## config.mk

```make
export PLATFORM = sky130hd
export DESIGN_NAME = utf8_stream_decoder_top
export DESIGN_NICKNAME = d
export VERILOG_FILES = /design/src/sv/utf8sd_pkg.sv /design/src/sv/utf8_stream_decoder_top.sv
export VERILOG_INCLUDE_DIRS = /design/src /design/src/sv
export SDC_FILE = /design/constraint.sdc
export NUM_CORES = 1
export LEC_CHECK = 0
export BUFFER_PORTS_ARGS = -buffer_cell sky130_fd_sc_hd__buf_2
export CAP_MARGIN = 20
export CORE_ASPECT_RATIO = 0.8
export CORE_MARGIN = 1
export CORE_UTILIZATION = 65
export CTS_BUF_LIST = sky130_fd_sc_hd__clkbuf_4 sky130_fd_sc_hd__clkbuf_8 sky130_fd_sc_hd__clkbuf_16
export DETAILED_ROUTE_END_ITERATION = 10
export HOLD_SLACK_MARGIN = 0.02
export PLACE_DENSITY = 0.84
export SETUP_SLACK_MARGIN = 0.02
export SLEW_MARGIN = 10
export SYNTH_ARGS = -nofsm -noshare
export SYNTH_HDL_FRONTEND = slang
export SYNTH_SLANG_ARGS = --single-unit
```

## constraint.sdc

```tcl
create_clock -name clk -period 11.74 [get_ports clk]
set_clock_uncertainty 0.2 [all_clocks]
set_input_delay 2.348 -clock clk [delete_from_list [all_inputs] [get_ports clk]]
set_output_delay 2.348 -clock clk [all_outputs]
set_load 0.05 [all_outputs]
```

## src/sv/utf8_stream_decoder_top_assert.svh

```systemverilog
// ----------------------------------------------------------------------------
// UTF-8 stream decoder assertion macros
// Concurrent check wrappers shared by the decoder RTL.
// ----------------------------------------------------------------------------
`ifndef UTF8_STREAM_DECODER_TOP_ASSERT_SVH
`define UTF8_STREAM_DECODER_TOP_ASSERT_SVH

// Check that is masked while reset is asserted.
`define UTF8SD_ASSERT_RST(lbl, clk, rst_n, prop, msg) \
    lbl: assert property (@(posedge clk) disable iff (!rst_n) prop) else $error(msg);

// Check that must also hold while reset is asserted.
`define UTF8SD_ASSERT_ALWAYS(lbl, clk, prop, msg) \
    lbl: assert property (@(posedge clk) prop) else $error(msg);

`endif

```

## src/sv/utf8sd_pkg.sv

```systemverilog
// ----------------------------------------------------------------------------
// UTF-8 stream decoder package
// Status codes, byte class masks and the result word type.
// ----------------------------------------------------------------------------
package utf8sd_pkg;

    localparam int unsigned CP_W      = 21;
    localparam int unsigned PARTIAL_W = 15;
    localparam int unsigned PEND_W    = 2;

    // Output queue depth; two or more holds both words of a broken sequence
    localparam int unsigned FIFO_DEPTH_DEF = 4;

    // Byte class masks and patterns
    localparam logic [7:0] ASCII_MASK = 8'b1000_0000;
    localparam logic [7:0] ASCII_PAT  = 8'b0000_0000;
    localparam logic [7:0] CONT_MASK  = 8'b1100_0000;
    localparam logic [7:0] CONT_PAT   = 8'b1000_0000;
    localparam logic [7:0] LEAD2_MASK = 8'b1110_0000;
    localparam logic [7:0] LEAD2_PAT  = 8'b1100_0000;
    localparam logic [7:0] LEAD3_MASK = 8'b1111_0000;
    localparam logic [7:0] LEAD3_PAT  = 8'b1110_0000;
    localparam logic [7:0] LEAD4_MASK = 8'b1111_1000;
    localparam logic [7:0] LEAD4_PAT  = 8'b1111_0000;

    // Pending continuation counts
    localparam logic [PEND_W-1:0] PEND_NONE  = 2'd0;
    localparam logic [PEND_W-1:0] PEND_ONE   = 2'd1;
    localparam logic [PEND_W-1:0] PEND_TWO   = 2'd2;
    localparam logic [PEND_W-1:0] PEND_THREE = 2'd3;

    typedef enum logic [1:0] {
        ST_OK       = 2'd0,
        ST_STRAY    = 2'd1,
        ST_BAD_LEAD = 2'd2,
        ST_BROKEN   = 2'd3
    } status_t;

    typedef struct packed {
        logic [CP_W-1:0] code_point;
        status_t         status;
        logic            last;
    } result_t;

endpackage

```

## src/sv/utf8_stream_decoder_top.sv

```systemverilog
// ----------------------------------------------------------------------------
// UTF-8 stream decoder, top level
// Decodes a UTF-8 byte stream into code points with per-word status.
// ----------------------------------------------------------------------------
//
//  channel | direction | handshake             | payload
//  --------+-----------+-----------------------+---------------------------
//  byte    | in        | byte_valid/byte_stall | in_byte[7:0]
//  result  | out       | cp_valid/cp_stall     | code_point[20:0], status, last
//
//  One byte is taken per clock while byte_stall is low. A byte is registered,
//  decoded in the next cycle and its words pushed into a small output queue.
//  A broken sequence whose byte also yields its own word puts two words in
//  the queue, which the single output port sends one at a time.
//  byte_stall rises only while a byte sits in the input register and the
//  queue lacks room for its words.
//  rst_n clears the decoder state, the queue and the input register at once.
//
module utf8_stream_decoder_top #(
    parameter int unsigned FIFO_DEPTH = utf8sd_pkg::FIFO_DEPTH_DEF
) (
    input  logic                        clk,
    input  logic                        rst_n,
    // byte channel
    input  logic                        byte_valid,
    output logic                        byte_stall,
    input  logic [7:0]                  in_byte,
    // result channel
    output logic                        cp_valid,
    input  logic                        cp_stall,
    output logic [utf8sd_pkg::CP_W-1:0] code_point,
    output logic [1:0]                  status,
    output logic                        last
);

    localparam int unsigned PTR_W = (FIFO_DEPTH > 1) ? $clog2(FIFO_DEPTH) : 1;
    localparam int unsigned CNT_W = $clog2(FIFO_DEPTH + 1);
    localparam logic [PTR_W-1:0] PTR_LAST = PTR_W'(FIFO_DEPTH - 1);
    localparam logic [CNT_W:0]   DEPTH_W  = (CNT_W + 1)'(FIFO_DEPTH);

    // input register
    logic        byte_valid_reg, byte_valid_next;
    logic [7:0]  byte_reg;

    // decoder state
    logic [utf8sd_pkg::PEND_W-1:0]    pend_reg, pend_next;
    logic [utf8sd_pkg::PARTIAL_W-1:0] partial_reg, partial_next;

    // output queue
    utf8sd_pkg::result_t fifo_reg [FIFO_DEPTH];
    logic [PTR_W-1:0]    head_reg, head_next;
    logic [PTR_W-1:0]    tail_reg, tail_next;
    logic [PTR_W-1:0]    tail_plus1;
    logic [CNT_W-1:0]    count_reg, count_next;

    // decode results
    utf8sd_pkg::result_t res0, res1;
    logic [1:0]          n_res;
    logic                advance;
    logic                pop;
    logic                take;

    // --------------------------------------------------------------------
    // decode of the registered byte
    // --------------------------------------------------------------------
    logic                            is_cont;
    logic                            lead_word;
    utf8sd_pkg::result_t             lead_res;
    logic [utf8sd_pkg::CP_W-1:0]     joined;

    always_comb
    begin
        is_cont   = (byte_reg & utf8sd_pkg::CONT_MASK) == utf8sd_pkg::CONT_PAT;
        joined    = {partial_reg, byte_reg[5:0]};
        pend_next    = pend_reg;
        partial_next = partial_reg;
        lead_word = 1'b0;
        lead_res  = '{code_point: '0, status: utf8sd_pkg::ST_OK, last: 1'b1};
        res0      = '{code_point: '0, status: utf8sd_pkg::ST_OK, last: 1'b1};
        res1      = '{code_point: '0, status: utf8sd_pkg::ST_OK, last: 1'b1};
        n_res     = 2'd0;

        // byte taken as a lead: ascii, stray, opener or invalid
        if ((byte_reg & utf8sd_pkg::ASCII_MASK) == utf8sd_pkg::ASCII_PAT)
        begin
            lead_word           = 1'b1;
            lead_res.code_point = utf8sd_pkg::CP_W'(byte_reg);
        end
        else if (is_cont)
        begin
            lead_word           = 1'b1;
            lead_res.code_point = utf8sd_pkg::CP_W'(byte_reg);
            lead_res.status     = utf8sd_pkg::ST_STRAY;
        end
        else if ((byte_reg & utf8sd_pkg::LEAD2_MASK) == utf8sd_pkg::LEAD2_PAT ||
                 (byte_reg & utf8sd_pkg::LEAD3_MASK) == utf8sd_pkg::LEAD3_PAT ||
                 (byte_reg & utf8sd_pkg::LEAD4_MASK) == utf8sd_pkg::LEAD4_PAT)
        begin
            lead_word = 1'b0;
        end
        else
        begin
            lead_word       = 1'b1;
            lead_res.status = utf8sd_pkg::ST_BAD_LEAD;
        end

        if (pend_reg != utf8sd_pkg::PEND_NONE && is_cont)
        begin
            if (pend_reg == utf8sd_pkg::PEND_ONE)
            begin
                pend_next       = utf8sd_pkg::PEND_NONE;
                partial_next    = '0;
                res0.code_point = joined;
                n_res           = 2'd1;
            end
            else
            begin
                pend_next    = pend_reg - utf8sd_pkg::PEND_ONE;
                partial_next = joined[utf8sd_pkg::PARTIAL_W-1:0];
            end
        end
        else
        begin
            // a lead byte opens a new sequence, anything else closes it
            pend_next    = utf8sd_pkg::PEND_NONE;
            partial_next = '0;
            if ((byte_reg & utf8sd_pkg::LEAD2_MASK) == utf8sd_pkg::LEAD2_PAT)
            begin
                pend_next    = utf8sd_pkg::PEND_ONE;
                partial_next = utf8sd_pkg::PARTIAL_W'(byte_reg[4:0]);
            end
            else if ((byte_reg & utf8sd_pkg::LEAD3_MASK) == utf8sd_pkg::LEAD3_PAT)
            begin
                pend_next    = utf8sd_pkg::PEND_TWO;
                partial_next = utf8sd_pkg::PARTIAL_W'(byte_reg[3:0]);
            end
            else if ((byte_reg & utf8sd_pkg::LEAD4_MASK) == utf8sd_pkg::LEAD4_PAT)
            begin
                pend_next    = utf8sd_pkg::PEND_THREE;
                partial_next = utf8sd_pkg::PARTIAL_W'(byte_reg[2:0]);
            end

            if (pend_reg != utf8sd_pkg::PEND_NONE)
            begin
                // broken sequence: error word first, then the lead's own word
                res0.status = utf8sd_pkg::ST_BROKEN;
                res0.last   = ~lead_word;
                res1        = lead_res;
                n_res       = lead_word ? 2'd2 : 2'd1;
            end
            else
            begin
                res0  = lead_res;
                n_res = lead_word ? 2'd1 : 2'd0;
            end
        end
    end

    // --------------------------------------------------------------------
    // flow control
    // --------------------------------------------------------------------
    assign cp_valid = (count_reg != '0);
    assign pop      = cp_valid & ~cp_stall;

    // room after this cycle's pop must cover this byte's words
    assign advance    = byte_valid_reg &
                        (((CNT_W + 1)'(count_reg) - (CNT_W + 1)'(pop) +
                          (CNT_W + 1)'(n_res)) <= DEPTH_W);
    assign byte_stall = byte_valid_reg & ~advance;
    assign take       = byte_valid & ~byte_stall;

    assign byte_valid_next = take | (byte_valid_reg & ~advance);

    assign tail_plus1 = (tail_reg == PTR_LAST) ? '0 : tail_reg + 1'b1;

    always_comb
    begin
        head_next  = head_reg;
        tail_next  = tail_reg;
        count_next = count_reg - CNT_W'(pop);
        if (pop)
        begin
            head_next = (head_reg == PTR_LAST) ? '0 : head_reg + 1'b1;
        end
        if (advance)
        begin
            count_next = count_next + CNT_W'(n_res);
            case (n_res)
                2'd1:    tail_next = tail_plus1;
                2'd2:    tail_next = (tail_plus1 == PTR_LAST) ? '0 : tail_plus1 + 1'b1;
                default: tail_next = tail_reg;
            endcase
        end
    end

    // --------------------------------------------------------------------
    // registers
    // --------------------------------------------------------------------
    always_ff @(posedge clk or negedge rst_n)
    begin
        if (!rst_n)
        begin
            byte_valid_reg <= 1'b0;
            pend_reg       <= utf8sd_pkg::PEND_NONE;
            partial_reg    <= '0;
            head_reg       <= '0;
            tail_reg       <= '0;
            count_reg      <= '0;
        end
        else
        begin
            byte_valid_reg <= byte_valid_next;
            head_reg       <= head_next;
            tail_reg       <= tail_next;
            count_reg      <= count_next;
            if (advance)
            begin
                pend_reg    <= pend_next;
                partial_reg <= partial_next;
            end
        end
    end

    always_ff @(posedge clk)
    begin
        if (take)
        begin
            byte_reg <= in_byte;
        end
    end

    always_ff @(posedge clk)
    begin
        if (advance && n_res != 2'd0)
        begin
            fifo_reg[tail_reg] <= res0;
        end
        if (advance && n_res == 2'd2)
        begin
            fifo_reg[tail_plus1] <= res1;
        end
    end

    // queue head drives the result port directly; it holds while stalled
    utf8sd_pkg::result_t head_res;
    assign head_res   = fifo_reg[head_reg];
    assign code_point = head_res.code_point;
    assign status     = head_res.status;
    assign last       = head_res.last;

    // --------------------------------------------------------------------
    // assertions
    // --------------------------------------------------------------------
`include "utf8_stream_decoder_top_assert.svh"

    `UTF8SD_ASSERT_RST(a_queue_bound, clk, rst_n,
        count_reg <= CNT_W'(FIFO_DEPTH), "queue count beyond depth")
    `UTF8SD_ASSERT_RST(a_idle_partial, clk, rst_n,
        (pend_reg == utf8sd_pkg::PEND_NONE) |-> (partial_reg == '0),
        "partial value left with no open sequence")
    `UTF8SD_ASSERT_RST(a_not_last_broken, clk, rst_n,
        (cp_valid && !last) |-> (status == utf8sd_pkg::ST_BROKEN),
        "non-final word that is not a broken sequence")
    `UTF8SD_ASSERT_RST(a_stall_held, clk, rst_n,
        byte_stall |=> byte_valid_reg, "input register lost a stalled byte")

endmodule
```

==> impl_results.md <==
- Crit path DAT: 5.45 ns
- FF-to-FF Start: pend_reg[0]$_DFFE_PN0N_
- Seq/Total Area, Yosys: 0.480
- Worst slew pin tran: 1.22 ns
- CP Class: primary input to primary output
- Critical Path RT: 9.19 ns
- Vias in the first global route: 4,870
- Met3 routed WL: 1.77 mm
- Total CTS buffers: 17
- Vias: 5,110
- CTS tree: done
- Clock H-tree levels: 4
- Initial antenna violation count: 0
- Worst reg2reg path depth: 13
- Antenna Cells: 0
- Avg Inst Size Synth: 11.7 um^2
- Warnings, synthesis: 0
- Post-synth EDFFs: 48
- Commonest non-fill, non-tap cell in the layout: dfxtp_1
- Worst path top cell family by delay: multiplexers
- Rows: 32
- RSZ-0062 raised after global routing: no
- Top layer in use: met4
- Yosys cell types: 60
- Critical path's slowest cell: mux2i_4
- Commonest non-fill, non-tap cells in the layout: dfxtp_1, edfxtp_1, nand2_1
- CP Launch Type: primary input
- Drt total wl: 16.5 mm
- Max reg flops: 96
- Worst skew pair latency: 0.41 ns
- Number of routed nets with antenna violations: 0
- Fin crit share: 0.681
- Number of hold buffers added after cts: 0
- Crit end category: primary output
- Vias/cell: 6.97
- # resized after CTS: 0
- Hold_ws: 0.266 ns
- Post-Synthesis Cells: 567
- Port-buffer cells: 37
- Top FF cell, synth: dfxtp_1
- Max clock buf depth: 2
- Post-layout min period: 8.00 ns
- DRT iter0 DRCs: 889
- # DRC: 0
- Clock Sinks: 129
- Finished Core Util: 0.760
- # IOs: 38
- Post-CTS Setup Inserts: 0
- Synth Net Count: 602
- Nets: 619
- Global Route Usage Sum: 0.327
- Largest net degree at the start of global routing: 48
- CP max stage delay: 0.82 ns
- Share of cells above drive strength 1: 0.229
- DRT Pass-1 Iters: 5
- Final Hold Fails: 0
- #FFs+latches synth: 129
- Cell area after synthesis: 6640 um^2
- Hold Crit Class: flip-flop to flip-flop
- Initial Util: 0.680
- Routability Congestion: 0.950
- Worst-path fanout max: 35
- Max_cap viols: 0
- Core ar.: 9770 um^2
- Run status: finished, final reports clean
- Met2 WL post-DR: 7.52 mm
- Synth-to-layout area growth: 11.8%
- Die height: 92.4 um
- FF-to-FF End: fifo_reg[2][6]$_DFFE_PP_
- Slew margin rel.: 0.180
- Max frequency: 125 MHz
- GRT Residual Overflow: 0
- Sum Neg Setup Slack: 0 ns
- Wl on met1: 6.72 mm
- Final setup viols: 0
- R2R Setup Slk: 6.32 ns
- Post-synth ARST share: 0.194
- Slew Viols, Final: 0
- Die Wd: 115 um
- Worst path depth: 11
- Post-DP HPWL: 10.2 mm
- Crit path from: cp_stall
- CP Cell Sequence: buf_2 > a31oi_1 > ha_1 > inv_1 > ha_1 > a21oi_2 > mux2i_4 > nor2_4 > buf_12 > nor2_1 > buf_2
- Root Buffer: clkbuf_16
- Global-route wire length before repair: 25.8 mm
- Worst path buffer plus inverter count: 4
- Full die area: 10,600 um^2
- Crit path capture: byte_stall
- Clock Pin Slew Worst Setup and Hold Paths: 0.05 ns
- WL per Instance: 22.5 um
-- cell type report --
type                            count  area [um^2]
Tap cell                          136          170
Multi-Input combinational cell    363         3070
Clock inverter                      9         92.6
Inverter                           24         90.1
Timing Repair Buffer               49          289
Sequential cell                   129         3190
Fill cell                         642         2350
Clock buffer                       23          524
-- routing by layer --
layer	vias up	track usage
met1	2437	0.448
met3	50	0.0726
li1	2240	-
met2	383	0.496
met4	0	0.155
met5	-	0
-- worst reg2reg max path: stages (launching register included) --
cell      delay, ns
dfrtp_1        0.40
inv_1          0.07
ha_1           0.38
and4bb_2       0.42
a21o_1         0.23
inv_1          0.11
ha_1           0.22
inv_1          0.06
ha_1           0.28
a21oi_2        0.23
mux2_2         0.84
nand2_1        0.65
a21oi_1        0.75
buf_4          0.28
-- through the flow --
step | setup WS [ns] | instance area, um^2 | cells
floorplan | 4.12 | 6640 | 567
detailed placement | 3.42 | 6750 | 696
finish | 3.74 | 7420 | 733
global placement | 3.55 | 6750 | 695
global route | 3.59 | 7420 | 733
CTS | 3.39 | 7370 | 728
-- cell families (layout without fill, tap and decap cells) --
kind of cell,count (synthesis),in the layout,share of synthesized area
buffers and inverters,75,105,0.0584
XOR/XNOR,5,5,0.00660
adder cells (fa/ha/maj),23,23,0.0456
flip-flops,129,129,0.480
AO/OA/AOI/OAI,163,163,0.195
multiplexers,35,35,0.101
AND/OR/NAND/NOR,137,137,0.113
-- how the worst min path moves through the flow --
stage                                            start                           end  slack (ns)  depth (start not counted)
final                     fifo_reg[3][19]$_SDFFE_PP0N_  fifo_reg[3][19]$_SDFFE_PP0N_        0.27                          1
after global routing      fifo_reg[3][17]$_SDFFE_PP0N_  fifo_reg[3][17]$_SDFFE_PP0N_        0.27                          1
after CTS                  fifo_reg[3][0]$_SDFFE_PP1N_   fifo_reg[3][0]$_SDFFE_PP1N_        0.26                          2
after detailed placement  fifo_reg[3][11]$_SDFFE_PP0N_  fifo_reg[3][11]$_SDFFE_PP0N_        0.24                          1
after global placement     fifo_reg[3][0]$_SDFFE_PP1N_   fifo_reg[3][0]$_SDFFE_PP1N_        0.24                          2
after floorplan            fifo_reg[3][0]$_SDFFE_PP1N_   fifo_reg[3][0]$_SDFFE_PP1N_        0.22                          2
-- synth_stat cells, drive strengths merged, types with 2 or more instances --
library cell / n / area, um^2
xor2: 3 / 26.3
nor2: 15 / 58.8
inv: 24 / 90.1
nor3: 8 / 55.1
and2: 27 / 169
nand3: 12 / 72.6
a311oi: 39 / 410
fa: 2 / 40.0
a211oi: 4 / 50.1
nor2b: 2 / 12.5
nand2: 45 / 169
nor4: 2 / 12.5
o31ai: 15 / 113
and4bb: 2 / 25.0
o31a: 3 / 26.3
a21boi: 3 / 22.5
dfxtp: 56 / 1120
a21oi: 9 / 48.8
buf: 41 / 260
nand3b: 4 / 30.0
mux4: 24 / 541
o2bb2ai: 13 / 114
and3: 4 / 25.0
a21o: 4 / 30.0
nor3b: 2 / 15.0
o22ai: 2 / 12.5
mux2: 6 / 67.6
edfxtp: 48 / 1440
and3b: 4 / 35.0
a31oi: 40 / 250
mux2i: 5 / 62.6
clkbuf: 10 / 37.5
xnor2: 2 / 17.5
ha: 21 / 263
a22oi: 7 / 52.6
dfrtp: 25 / 626
o21ai: 14 / 70.1
nand4: 7 / 50.1
a311o: 3 / 30.0
Power is not shown: default switching activity piles up to over one toggle a cycle in this logic, so the estimate is an artifact.
